--- config.mk ---
export PLATFORM = sky130hd
export DESIGN_NAME = lru_page_replacement_top_flat
export DESIGN_NICKNAME = d
export VERILOG_FILES = /design/src/rtl/lru_pkg.sv /design/src/rtl/lru_req_if.sv /design/src/rtl/lru_rsp_if.sv /design/src/rtl/lru_cell.sv /design/src/rtl/lru_page_replacement_top.sv /design/src/flat_wrapper.sv
export SDC_FILE = /design/constraint.sdc
export NUM_CORES = 1
export LEC_CHECK = 0
export ABC_AREA = 1
export BUFFER_PORTS_ARGS = -buffer_cell sky130_fd_sc_hd__buf_4
export CORE_ASPECT_RATIO = 2
export CORE_MARGIN = 3
export CORE_UTILIZATION = 45
export CTS_CLUSTER_SIZE = 20
export DETAILED_ROUTE_END_ITERATION = 8
export HOLD_SLACK_MARGIN = 0.15
export PLACE_DENSITY = 0.71
export SETUP_SLACK_MARGIN = 0.2
export SYNTH_ARGS = -nofsm -noshare
export SYNTH_HDL_FRONTEND = slang
export SYNTH_SLANG_ARGS = --single-unit
--- constraint.sdc ---
create_clock -name clk -period 3.68 [get_ports clk]
set_clock_uncertainty 0.2 [all_clocks]
set_input_delay 0 -clock clk [delete_from_list [all_inputs] [get_ports clk]]
set_output_delay 0 -clock clk [all_outputs]
set_load 0.05 [all_outputs]
--- src/rtl/lru_pkg.sv ---
package lru_pkg;

    localparam int FRAMES    = 4;
    localparam int PAGE_BITS = 10;
    localparam int RANK_W    = (FRAMES > 1) ? $clog2(FRAMES) : 1;
    localparam int FIDX_W    = 2;
    localparam int EVP_W     = 10;
    localparam int FAULT_W   = 16;

    localparam logic [RANK_W-1:0]  RANK_MRU  = RANK_W'(FRAMES - 1);
    localparam logic [RANK_W-1:0]  RANK_LRU  = '0;
    localparam logic [FAULT_W-1:0] FAULT_MAX = '1;

    typedef logic [PAGE_BITS-1:0] page_t;
    typedef logic [RANK_W-1:0]    rank_t;

    // priority chain running from frame 0 upward
    typedef struct packed {
        logic hit_seen;
        logic empty_seen;
    } lru_chain_t;

    // broadcast from the top level to every cell
    typedef struct packed {
        logic  update;
        logic  hit_any;
        logic  empty_any;
        rank_t old_rank;
        page_t page;
    } lru_ctl_t;

    // what each cell reports back
    typedef struct packed {
        logic  sel;
        rank_t rank;
        page_t page;
    } lru_stat_t;

endpackage

--- src/rtl/lru_req_if.sv ---
interface lru_req_if import lru_pkg::*; ();
    logic  valid;
    logic  ready;
    page_t page_number;

    modport source (output valid, output page_number, input ready);
    modport sink (input valid, input page_number, output ready);
endinterface

--- src/rtl/lru_rsp_if.sv ---
interface lru_rsp_if import lru_pkg::*; ();
    logic               valid;
    logic               ready;
    logic               hit;
    logic [FIDX_W-1:0]  frame_index;
    logic               evicted_valid;
    logic [EVP_W-1:0]   evicted_page;
    logic [FAULT_W-1:0] fault_total;

    modport source (output valid, output hit, output frame_index, output evicted_valid,
                    output evicted_page, output fault_total, input ready);
    modport sink (input valid, input hit, input frame_index, input evicted_valid,
                  input evicted_page, input fault_total, output ready);
endinterface

--- src/rtl/lru_cell.sv ---
module lru_cell import lru_pkg::*;
(
    input  logic       clk,
    input  logic       rst_n,
    input  rank_t      cell_idx,
    input  lru_ctl_t   ctl,
    input  lru_chain_t chain_in,
    output lru_chain_t chain_out,
    output lru_stat_t  stat
);

    logic  valid_reg;
    logic  valid_next;
    rank_t rank_reg;
    rank_t rank_next;
    page_t page_reg;
    page_t page_next;
    logic  match;
    logic  first_hit;
    logic  first_empty;
    logic  sel;

    assign match       = valid_reg && (page_reg == ctl.page);
    assign first_hit   = match && !chain_in.hit_seen;
    assign first_empty = !valid_reg && !chain_in.empty_seen;

    assign chain_out.hit_seen   = chain_in.hit_seen || match;
    assign chain_out.empty_seen = chain_in.empty_seen || !valid_reg;

    always_comb
    begin
        if (ctl.hit_any)
        begin
            sel = first_hit;
        end
        else if (ctl.empty_any)
        begin
            sel = first_empty;
        end
        else
        begin
            sel = (rank_reg == RANK_LRU);
        end
    end

    assign stat.sel  = sel;
    assign stat.rank = rank_reg;
    assign stat.page = page_reg;

    always_comb
    begin
        valid_next = valid_reg;
        rank_next  = rank_reg;
        page_next  = page_reg;
        if (ctl.update)
        begin
            if (sel)
            begin
                rank_next = RANK_MRU;
                if (!ctl.hit_any)
                begin
                    valid_next = 1'b1;
                    page_next  = ctl.page;
                end
            end
            else if (rank_reg > ctl.old_rank)
            begin
                rank_next = rank_reg - 1'b1;
            end
        end
    end

    always_ff @(posedge clk or negedge rst_n)
    begin
        if (!rst_n)
        begin
            valid_reg <= 1'b0;
            rank_reg  <= cell_idx;
            page_reg  <= '0;
        end
        else
        begin
            valid_reg <= valid_next;
            rank_reg  <= rank_next;
            page_reg  <= page_next;
        end
    end

endmodule

--- src/rtl/lru_page_replacement_top.sv ---
// channel | dir | payload
// req     | in  | page_number
// rsp     | out | hit, frame_index, evicted_valid, evicted_page, fault_total
//
// One reference per cycle: the row of frame cells looks up, picks the frame
// and updates its ranks in the cycle the beat is taken; the result is
// registered. req.ready drops only while a result waits and rsp.ready is low.
// Reset empties all frames, sets ranks to index order and clears the fault count.
module lru_page_replacement_top import lru_pkg::*;
(
    input logic          clk,
    input logic          rst_n,
    lru_req_if.sink      req,
    lru_rsp_if.source    rsp
);

    lru_chain_t chain [FRAMES+1];
    lru_stat_t  stat  [FRAMES];
    lru_ctl_t   ctl;
    logic       accept;

    logic               out_valid_reg;
    logic               out_valid_next;
    logic               hit_reg;
    logic [FIDX_W-1:0]  fidx_reg;
    logic               ev_valid_reg;
    logic [EVP_W-1:0]   ev_page_reg;
    logic [FAULT_W-1:0] fault_reg;
    logic [FAULT_W-1:0] fault_next;

    rank_t              old_rank;
    page_t              sel_page;
    logic [FIDX_W-1:0]  sel_idx;

    assign req.ready = !out_valid_reg || rsp.ready;
    assign accept    = req.valid && req.ready;

    assign chain[0] = '0;

    assign ctl.update    = accept;
    assign ctl.hit_any   = chain[FRAMES].hit_seen;
    assign ctl.empty_any = chain[FRAMES].empty_seen;
    assign ctl.old_rank  = old_rank;
    assign ctl.page      = req.page_number;

    for (genvar g = 0; g < FRAMES; g++)
    begin : g_cell
        lru_cell u_cell
        (
            .clk       (clk),
            .rst_n     (rst_n),
            .cell_idx  (RANK_W'(g)),
            .ctl       (ctl),
            .chain_in  (chain[g]),
            .chain_out (chain[g+1]),
            .stat      (stat[g])
        );
    end

    always_comb
    begin
        old_rank = '0;
        sel_page = '0;
        sel_idx  = '0;
        for (int i = 0; i < FRAMES; i++)
        begin
            if (stat[i].sel)
            begin
                old_rank = old_rank | stat[i].rank;
                sel_page = sel_page | stat[i].page;
                sel_idx  = sel_idx | FIDX_W'(i);
            end
        end
    end

    always_comb
    begin
        fault_next = fault_reg;
        if (accept && !ctl.hit_any && (fault_reg != FAULT_MAX))
        begin
            fault_next = fault_reg + 1'b1;
        end
    end

    always_comb
    begin
        out_valid_next = out_valid_reg;
        if (accept)
        begin
            out_valid_next = 1'b1;
        end
        else if (rsp.ready)
        begin
            out_valid_next = 1'b0;
        end
    end

    always_ff @(posedge clk or negedge rst_n)
    begin
        if (!rst_n)
        begin
            out_valid_reg <= 1'b0;
            fault_reg     <= '0;
        end
        else
        begin
            out_valid_reg <= out_valid_next;
            fault_reg     <= fault_next;
        end
    end

    always_ff @(posedge clk)
    begin
        if (accept)
        begin
            hit_reg      <= ctl.hit_any;
            fidx_reg     <= sel_idx;
            ev_valid_reg <= !ctl.hit_any && !ctl.empty_any;
            ev_page_reg  <= (!ctl.hit_any && !ctl.empty_any) ? EVP_W'(sel_page) : '0;
        end
    end

    assign rsp.valid         = out_valid_reg;
    assign rsp.hit           = hit_reg;
    assign rsp.frame_index   = fidx_reg;
    assign rsp.evicted_valid = ev_valid_reg;
    assign rsp.evicted_page  = ev_page_reg;
    assign rsp.fault_total   = fault_reg;

endmodule
--- src/flat_wrapper.sv ---
// flat-port wrapper written by rule: the top's interface ports become plain ports
module lru_page_replacement_top_flat import lru_pkg::*;
  (clk, rst_n, req_valid, req_page_number, req_ready, rsp_valid, rsp_hit, rsp_frame_index, rsp_evicted_valid, rsp_evicted_page, rsp_fault_total, rsp_ready);
  lru_req_if req_i ();
  lru_rsp_if rsp_i ();
  input logic clk;
  input logic rst_n;
  input wire logic [$bits(req_i.valid)-1:0] req_valid;
  input wire logic [$bits(req_i.page_number)-1:0] req_page_number;
  output wire logic [$bits(req_i.ready)-1:0] req_ready;
  output wire logic [$bits(rsp_i.valid)-1:0] rsp_valid;
  output wire logic [$bits(rsp_i.hit)-1:0] rsp_hit;
  output wire logic [$bits(rsp_i.frame_index)-1:0] rsp_frame_index;
  output wire logic [$bits(rsp_i.evicted_valid)-1:0] rsp_evicted_valid;
  output wire logic [$bits(rsp_i.evicted_page)-1:0] rsp_evicted_page;
  output wire logic [$bits(rsp_i.fault_total)-1:0] rsp_fault_total;
  input wire logic [$bits(rsp_i.ready)-1:0] rsp_ready;
  assign req_i.valid = req_valid;
  assign req_i.page_number = req_page_number;
  assign req_ready = req_i.ready;
  assign rsp_valid = rsp_i.valid;
  assign rsp_hit = rsp_i.hit;
  assign rsp_frame_index = rsp_i.frame_index;
  assign rsp_evicted_valid = rsp_i.evicted_valid;
  assign rsp_evicted_page = rsp_i.evicted_page;
  assign rsp_fault_total = rsp_i.fault_total;
  assign rsp_i.ready = rsp_ready;
  lru_page_replacement_top u_core (.clk(clk), .rst_n(rst_n), .req(req_i), .rsp(rsp_i));
endmodule
==> summary.txt, run 1 <==
STA
  • Final Setup Violations: 0
  • Fin crit share: 86.4%
  • Worst slew margin: 34.8%
  • Fmax: 315 MHz
  • Worst-Margin Slew: 0.974 ns
  • RSZ-0062 raised after global routing: no
  • Sum Neg Setup Slack: 0 ns
  • Slew Viols, Final: 0
  • Final hold slack: 0.104 ns
  • Final Hold Viols: 0
  • Post-route minimum period: 3.18 ns

Final layout
  • Proportion of layout cells with a drive suffix above 1: 17.7%
  • Fill cells: 983
  • Final net count: 692
  • # diodes: 0
  • Total area of sequential cells: 2150 sq um
  • Final instance area: 5600 sq um
  • Area of the multi-input gates: 2160 sq um
  • P&R area growth vs syn: 18.5%
  • Final std cells w/o fill: 809
  • Max reg flops: 40
  • Commonest non-fill, non-tap cell in the layout: nand2_1
  • Most frequent cells in the layout: nand2_1, inv_1, dfrtp_1, o21ai_0, buf_4

Critical path
  • WP data required: 3.72 ns
  • RR Endpoint: u_core.g_cell[2].u_cell.rank_reg[0]
  • Cell Chain, Critical Path: inv_1 > nand2_1 > nand2_1 > nor3_2 > inv_1 > nor2_2 > nor2_4 > nand3_2 > nand2_2 > inv_1 > o21ai_2 > ha_1 > o21ai_0 > nand4_1 > nand2_1 > nand2_1 > nand2_1 > nand2_1
  • Worst Path Max Fanout: 12
  • Crit path max-delay family: simple AND/OR/NAND/NOR gates
  • Critical Path AT: 3.22 ns
  • Crit path depth: 18
  • Reg2reg setup slack: 0.50 ns
  • Max incr delay on CP: 0.39 ns
  • Crit path launch type: flop
  • Buf/Inv on CP: 3
  • CP most frequent cell: nand2_1
  • Worst setup path startpoint: u_core.g_cell[2].u_cell.page_reg[0]
  • Critical path's slowest cell: dfrtp_1
  • Crit end category: flop
  • Reg-to-Reg Start: u_core.g_cell[2].u_cell.page_reg[0]
  • CP endpoint: u_core.g_cell[2].u_cell.rank_reg[0]
  • Worst R2R Path Depth: 18
  • WS Path Type: reg -> reg

Placed design
  • Global placement routability congestion: 0.917
  • Port bufs: 45
  • Placed insts: 780
  • Final HPWL DP: 9.19 mm
  • Post-DP Area: 5160 sq um

Synth
  • Syn_area_per_cell: 7.72 sq um
  • Synth area leader: dfrtp_1
  • Synthesized flop and latch total: 83
  • Post-synth EDFFs: 14
  • Simple-gate portion of the synthesized area: 29.0%
  • Post-synthesis adder-cell area fraction: 2.38%
  • XOR/XNOR share of the synthesized area: 3.15%
  • YS warnings: 0
  • Syn Nets: 635
  • Post-synthesis mux area share: 0%
  • Ranking of synthesized cells by area: dfrtp_1, nand2_1, edfxtp_1
  • Compound-Gate Fraction of Synth Area: 11.0%
  • Unique cell type count in the Yosys netlist: 35
  • Share of flip-flops with an asynchronous set or reset: 83.1%
  • Main synth FF type: dfrtp_1
  • Syn Inst Count: 612
  • Synth top area share: 34.4%
  • Post-Syn Area: 4730 sq um
  • Seq/Total Area, Yosys: 45.5%
  • Largest family of logic cells by synthesized area: simple AND/OR/NAND/NOR gates

Global routing
  • Initial antenna violation count: 0
  • Gr usage total: 22.5%
  • Grt total ovfl: 0
  • Vias in the first global route: 4288
  • Pin count of the biggest net entering global routing: 70
  • First-pass GRT wire length: 20.4 mm

Routing
  • DRT Pass-1 Iters: 4
  • Avg WL per Cell: 14.9 microns
  • Via density: 5.14
  • Initial DRC count: 325
  • Routed Antenna Nets: 0
  • DRT Wirelength: 12.1 mm
  • Drc violations: 0
  • DR vias: 4160

Floorplanning
  • Die width: 78.5 microns
  • Core area: 10200 sq um
  • # rows: 52
  • Die height: 151 microns
  • Starting Density: 46.3%
  • I/O Pins: 46
  • Die ar.: 11800 sq um

Power
  • Comb power frac: 48.5%
  • Lkg Pwr: 2.83 nW
  • Cell Pwr Density: 887 nW/um^2
  • Sw frac: 46.5%
  • Clock power share: 18.1%
  • Seq pwr share: 33.4%
  • Internal: 0.00266 W
  • Maximum vdd drop: 0.554 mV
  • Switch Pwr: 0.00231 W

Job
  • MaxCap Viol Count: 0

Clock network
  • Htree depth: 3
  • Clk Tree Root Cell: clkbuf_16
  • CTS tree: done
  • Sink Count: 83
  • Clock Path Buffers: 2
  • Clock transition at the registers of the reported paths: 0.07 ns
  • Clk_lat worst skew: 0.35 ns
  • CTS Buf Count: 9
  • Post-CTS Setup Inserts: 0

Worst hold path
  • Hold Crit Class: in -> async

Outcome
  • Status: finished clean
## metrics by stage
| step | total power (W) | utilization, % | setup WS, ns |
|---|---|---|---|
| global route | 0.00537 | 54.9 | 0.227 |
| finish | 0.00497 | 54.9 | 0.502 |
| global placement | 0.00397 | 50.6 | 0.307 |
| detailed placement | 0.00404 | 50.6 | 0.244 |
| floorplan | 0.00339 | - | 0.871 |
| CTS | 0.00498 | 54.8 | 0.235 |
## power by group through the flow
stage | registers (W) | logic (W) | clock network [W]
after floorplan | 0.00194 | 0.00146 | 0
after global placement | 0.00165 | 0.00232 | 0
after detailed placement | 0.00166 | 0.00238 | 0
after CTS | 0.00165 | 0.00240 | 0.000920
after global routing | 0.00170 | 0.00271 | 0.000957
final | 0.00166 | 0.00241 | 0.000899
## repair_timing
item	CTS	global route
resized for setup	0	2
hold buffers	13	0
setup endpoints to repair	0	8
endpoints found under the hold margin	110	0
## logic make-up (layout without fill, tap and decap cells)
family	after synthesis	in the layout
AND/OR/NAND/NOR	307	307
buffers and inverters	103	165
AO/OA/AOI/OAI	93	93
flip-flops	83	83
XOR/XNOR	17	17
adder cells (fa/ha/maj)	9	9
## cell type report
cell class                 count  share of cell area [%]
clock buffer                  11                    4.71
tap                          135                    3.01
sequential                    83                    38.4
inverter                      88                    5.90
timing repair buffer          61                    8.75
clock inverter                 5                   0.737
multi-input combinational    426                    38.5
## cell usage after synthesis (2+ instances only)
master,number
ha_1,9
edfxtp_1,14
nand3_1,22
inv_1,75
a21oi_1,7
o211ai_1,2
nor2_1,29
dfstp_2,4
nand2_1,212
a21oi_2,9
o21ai_1,10
inv_2,13
o22ai_1,8
nor2_4,3
nor2_2,5
nand4_1,12
xor2_1,12
dfrtp_1,65
buf_2,5
o21ai_0,56
buf_4,3
nor3_1,3
nand3_2,6
clkbuf_1,5
nor3_2,2
nand2_2,8
xnor2_1,5
## how the worst min path moves through the flow
stage | from | end | slack [ns] | cells past startpoint
detailed placement | rst_n | u_core.g_cell[2].u_cell.rank_reg[0] | -0.02 | 1
global placement | rst_n | u_core.g_cell[2].u_cell.rank_reg[0] | -0.03 | 1
global route | rst_n | u_core.g_cell[2].u_cell.rank_reg[0] | 0.19 | 2
floorplan | rst_n | u_core.g_cell[0].u_cell.page_reg[0] | -0.50 | 0
CTS | rst_n | u_core.g_cell[2].u_cell.rank_reg[0] | 0.15 | 2
finish | rst_n | u_core.g_cell[2].u_cell.rank_reg[0] | 0.10 | 2
## layer usage
metal	GRT usage [%]	part of all wire (%)	wire length (microns)
met1	22.5	36	4370
met2	40.6	54	6460
met3	3.39	3.9	466
met4	18.3	6.4	771
met5	0	0	0
Power figures use the tool's default switching activity.
==> run 2: changes to the inputs <==
--- a/config.mk
+++ b/config.mk
@@ -12,6 +12,7 @@
 export CORE_UTILIZATION = 45
 export CTS_CLUSTER_SIZE = 20
 export DETAILED_ROUTE_END_ITERATION = 8
+export GPL_ROUTABILITY_DRIVEN = 0
 export HOLD_SLACK_MARGIN = 0.15
 export PLACE_DENSITY = 0.71
 export SETUP_SLACK_MARGIN = 0.2
==> constraint.sdc (replaced) <==
create_clock -name clk -period 3.3 [get_ports clk]
set_clock_uncertainty 0.2 [all_clocks]
set_input_delay 0 -clock clk [delete_from_list [all_inputs] [get_ports clk]]
set_output_delay 0 -clock clk [all_outputs]
set_load 0.05 [all_outputs]
==> summary.txt, run 2 (same netlist as run 1, synthesis figures left out) <==
Placed design
  • Placed insts: 782
  • Port bufs: 45
  • Final HPWL DP: 9.11 mm

Job
  • MaxCap Viol Count: 0

STA
  • Fin crit share: 87.5%
  • Sum Neg Setup Slack: 0 ns
  • Slew Viols, Final: 0
  • Final Setup Violations: 0
  • Worst-Margin Slew: 0.938 ns
  • Fmax: 346 MHz
  • Final Hold Viols: 0
  • Worst slew margin: 37.3%
  • Post-route minimum period: 2.89 ns
  • RSZ-0062 raised after global routing: no

Clock network
  • Clk Tree Root Cell: clkbuf_16
  • CTS Buf Count: 9
  • Clk_lat worst skew: 0.34 ns
  • Clock Path Buffers: 2
  • CTS tree: done
  • Clock transition at the registers of the reported paths: 0.06 ns
  • Sink Count: 83
  • Htree depth: 3

Power
  • Lkg Pwr: 2.86 nW
  • Cell Pwr Density: 997 nW/um^2
  • Maximum vdd drop: 0.556 mV

Global routing
  • Gr usage total: 22.0%
  • Grt total ovfl: 0
  • First-pass GRT wire length: 20.0 mm
  • Vias in the first global route: 4148
  • Pin count of the biggest net entering global routing: 70
  • Initial antenna violation count: 0

Final layout
  • Most frequent cells in the layout: nand2_1, inv_1, dfrtp_1, o21ai_0, buf_4
  • Commonest non-fill, non-tap cell in the layout: nand2_1
  • P&R area growth vs syn: 19.7%
  • # diodes: 0
  • Max reg flops: 40
  • Proportion of layout cells with a drive suffix above 1: 18.8%
  • Final std cells w/o fill: 812
  • Final net count: 695

Outcome
  • Status: finished clean

Critical path
  • Critical Path AT: 2.91 ns
  • WS Path Type: in -> reg
  • WP data required: 3.32 ns
  • Worst Path Max Fanout: 9
  • Worst R2R Path Depth: 21
  • Crit path launch type: input pin
  • Crit end category: flop

Floorplanning
  • # rows: 52
  • Core area: 10200 sq um
  • Die width: 78.5 microns
  • Die height: 151 microns
  • Die ar.: 11800 sq um
  • Starting Density: 46.3%
  • I/O Pins: 46

Routing
  • Avg WL per Cell: 15.0 microns
  • DR vias: 4261
  • Drc violations: 0
  • Initial DRC count: 256
  • DRT Wirelength: 12.2 mm
  • Via density: 5.25
  • DRT Pass-1 Iters: 5
  • Routed Antenna Nets: 0

Worst hold path
  • Hold Crit Class: in -> async
## run 2: worst max-delay path, stage by stage
cell,delay [ns]
dlygate4sd3_1,0.54
buf_4,0.15
inv_2,0.13
nand2_1,0.06
nand2_1,0.08
nor2_2,0.06
nand2_1,0.10
nor2_4,0.04
nand2_4,0.08
nand2_2,0.08
nor2_4,0.17
nand3_2,0.11
nand2_2,0.10
inv_2,0.05
a21oi_2,0.16
o21ai_2,0.11
ha_1,0.31
o21ai_1,0.15
nand4_1,0.11
nand2_1,0.11
nand2_1,0.08
nand2_1,0.07
nand2_1,0.05
## run 2: final cells by class
class,count,area (sq um)
fillers,954,4560
multi-input cells,426,2190
flip-flops and latches,83,2150
inverters,88,333
repair buffers,64,515
well taps,135,169
clock inverters,7,73.8
clock buffers,9,225
## run 2: per-stage QoR
stage	power (W)	instance area (sq um)	hold slack (ns)	worst slack [ns]	util [%]
6_report	0.00564	5660	0.126	0.413	55.4
3_5_place_dp	0.00453	5180	-0.0151	0.232	50.7
3_3_place_gp	0.00444	5180	-0.0202	0.278	50.7
4_1_cts	0.00558	5620	0.168	0.211	55.0
2_1_floorplan	0.00378	4730	-0.496	0.491	-
5_1_grt	0.00606	5660	0.211	0.207	55.4
## run 2: worst paths after layout
| check | from | to | slack, ns |
|---|---|---|---|
| max in group asynchronous | rst_n | u_core.g_cell[0].u_cell.rank_reg[1] | 2.17 |
| max reg2reg | u_core.g_cell[1].u_cell.page_reg[0] | u_core.g_cell[0].u_cell.rank_reg[1] | 0.44 |
| min reg2reg | u_core.g_cell[1].u_cell.rank_reg[0] | u_core.g_cell[1].u_cell.rank_reg[0] | 0.28 |
| max | req_page_number[1] | u_core.g_cell[0].u_cell.rank_reg[1] | 0.41 |
| min in group clk | rsp_ready | req_ready | 0.20 |
| min | rst_n | u_core.rsp.valid | 0.13 |
## run 2: power by group
| part | switching, W | internal [W] |
|---|---|---|
| registers | 0.000347 | 0.00150 |
| clock network | 0.000413 | 0.000591 |
| logic | 0.00186 | 0.000925 |
## run 2: per-layer routing
| layer | track usage, % | vias to the layer above | routed length (microns) |
|---|---|---|---|
| met1 | 22.0 | 1964 | 4350 |
| li1 | - | 2069 | - |
| met3 | 3.57 | 51 | 608 |
| met5 | 0 | - | 0 |
| met2 | 39.4 | 177 | 6450 |
| met4 | 17.5 | 0 | 798 |
## run 2: what timing repair did
| action | in CTS | in global routing |
|---|---|---|
| setup endpoints to repair | 0 | 8 |
| endpoints found under the hold margin | 113 | 0 |
| buffers inserted | 0 | 0 |
| gates resized for setup | 0 | 12 |
| hold buffers | 14 | 0 |
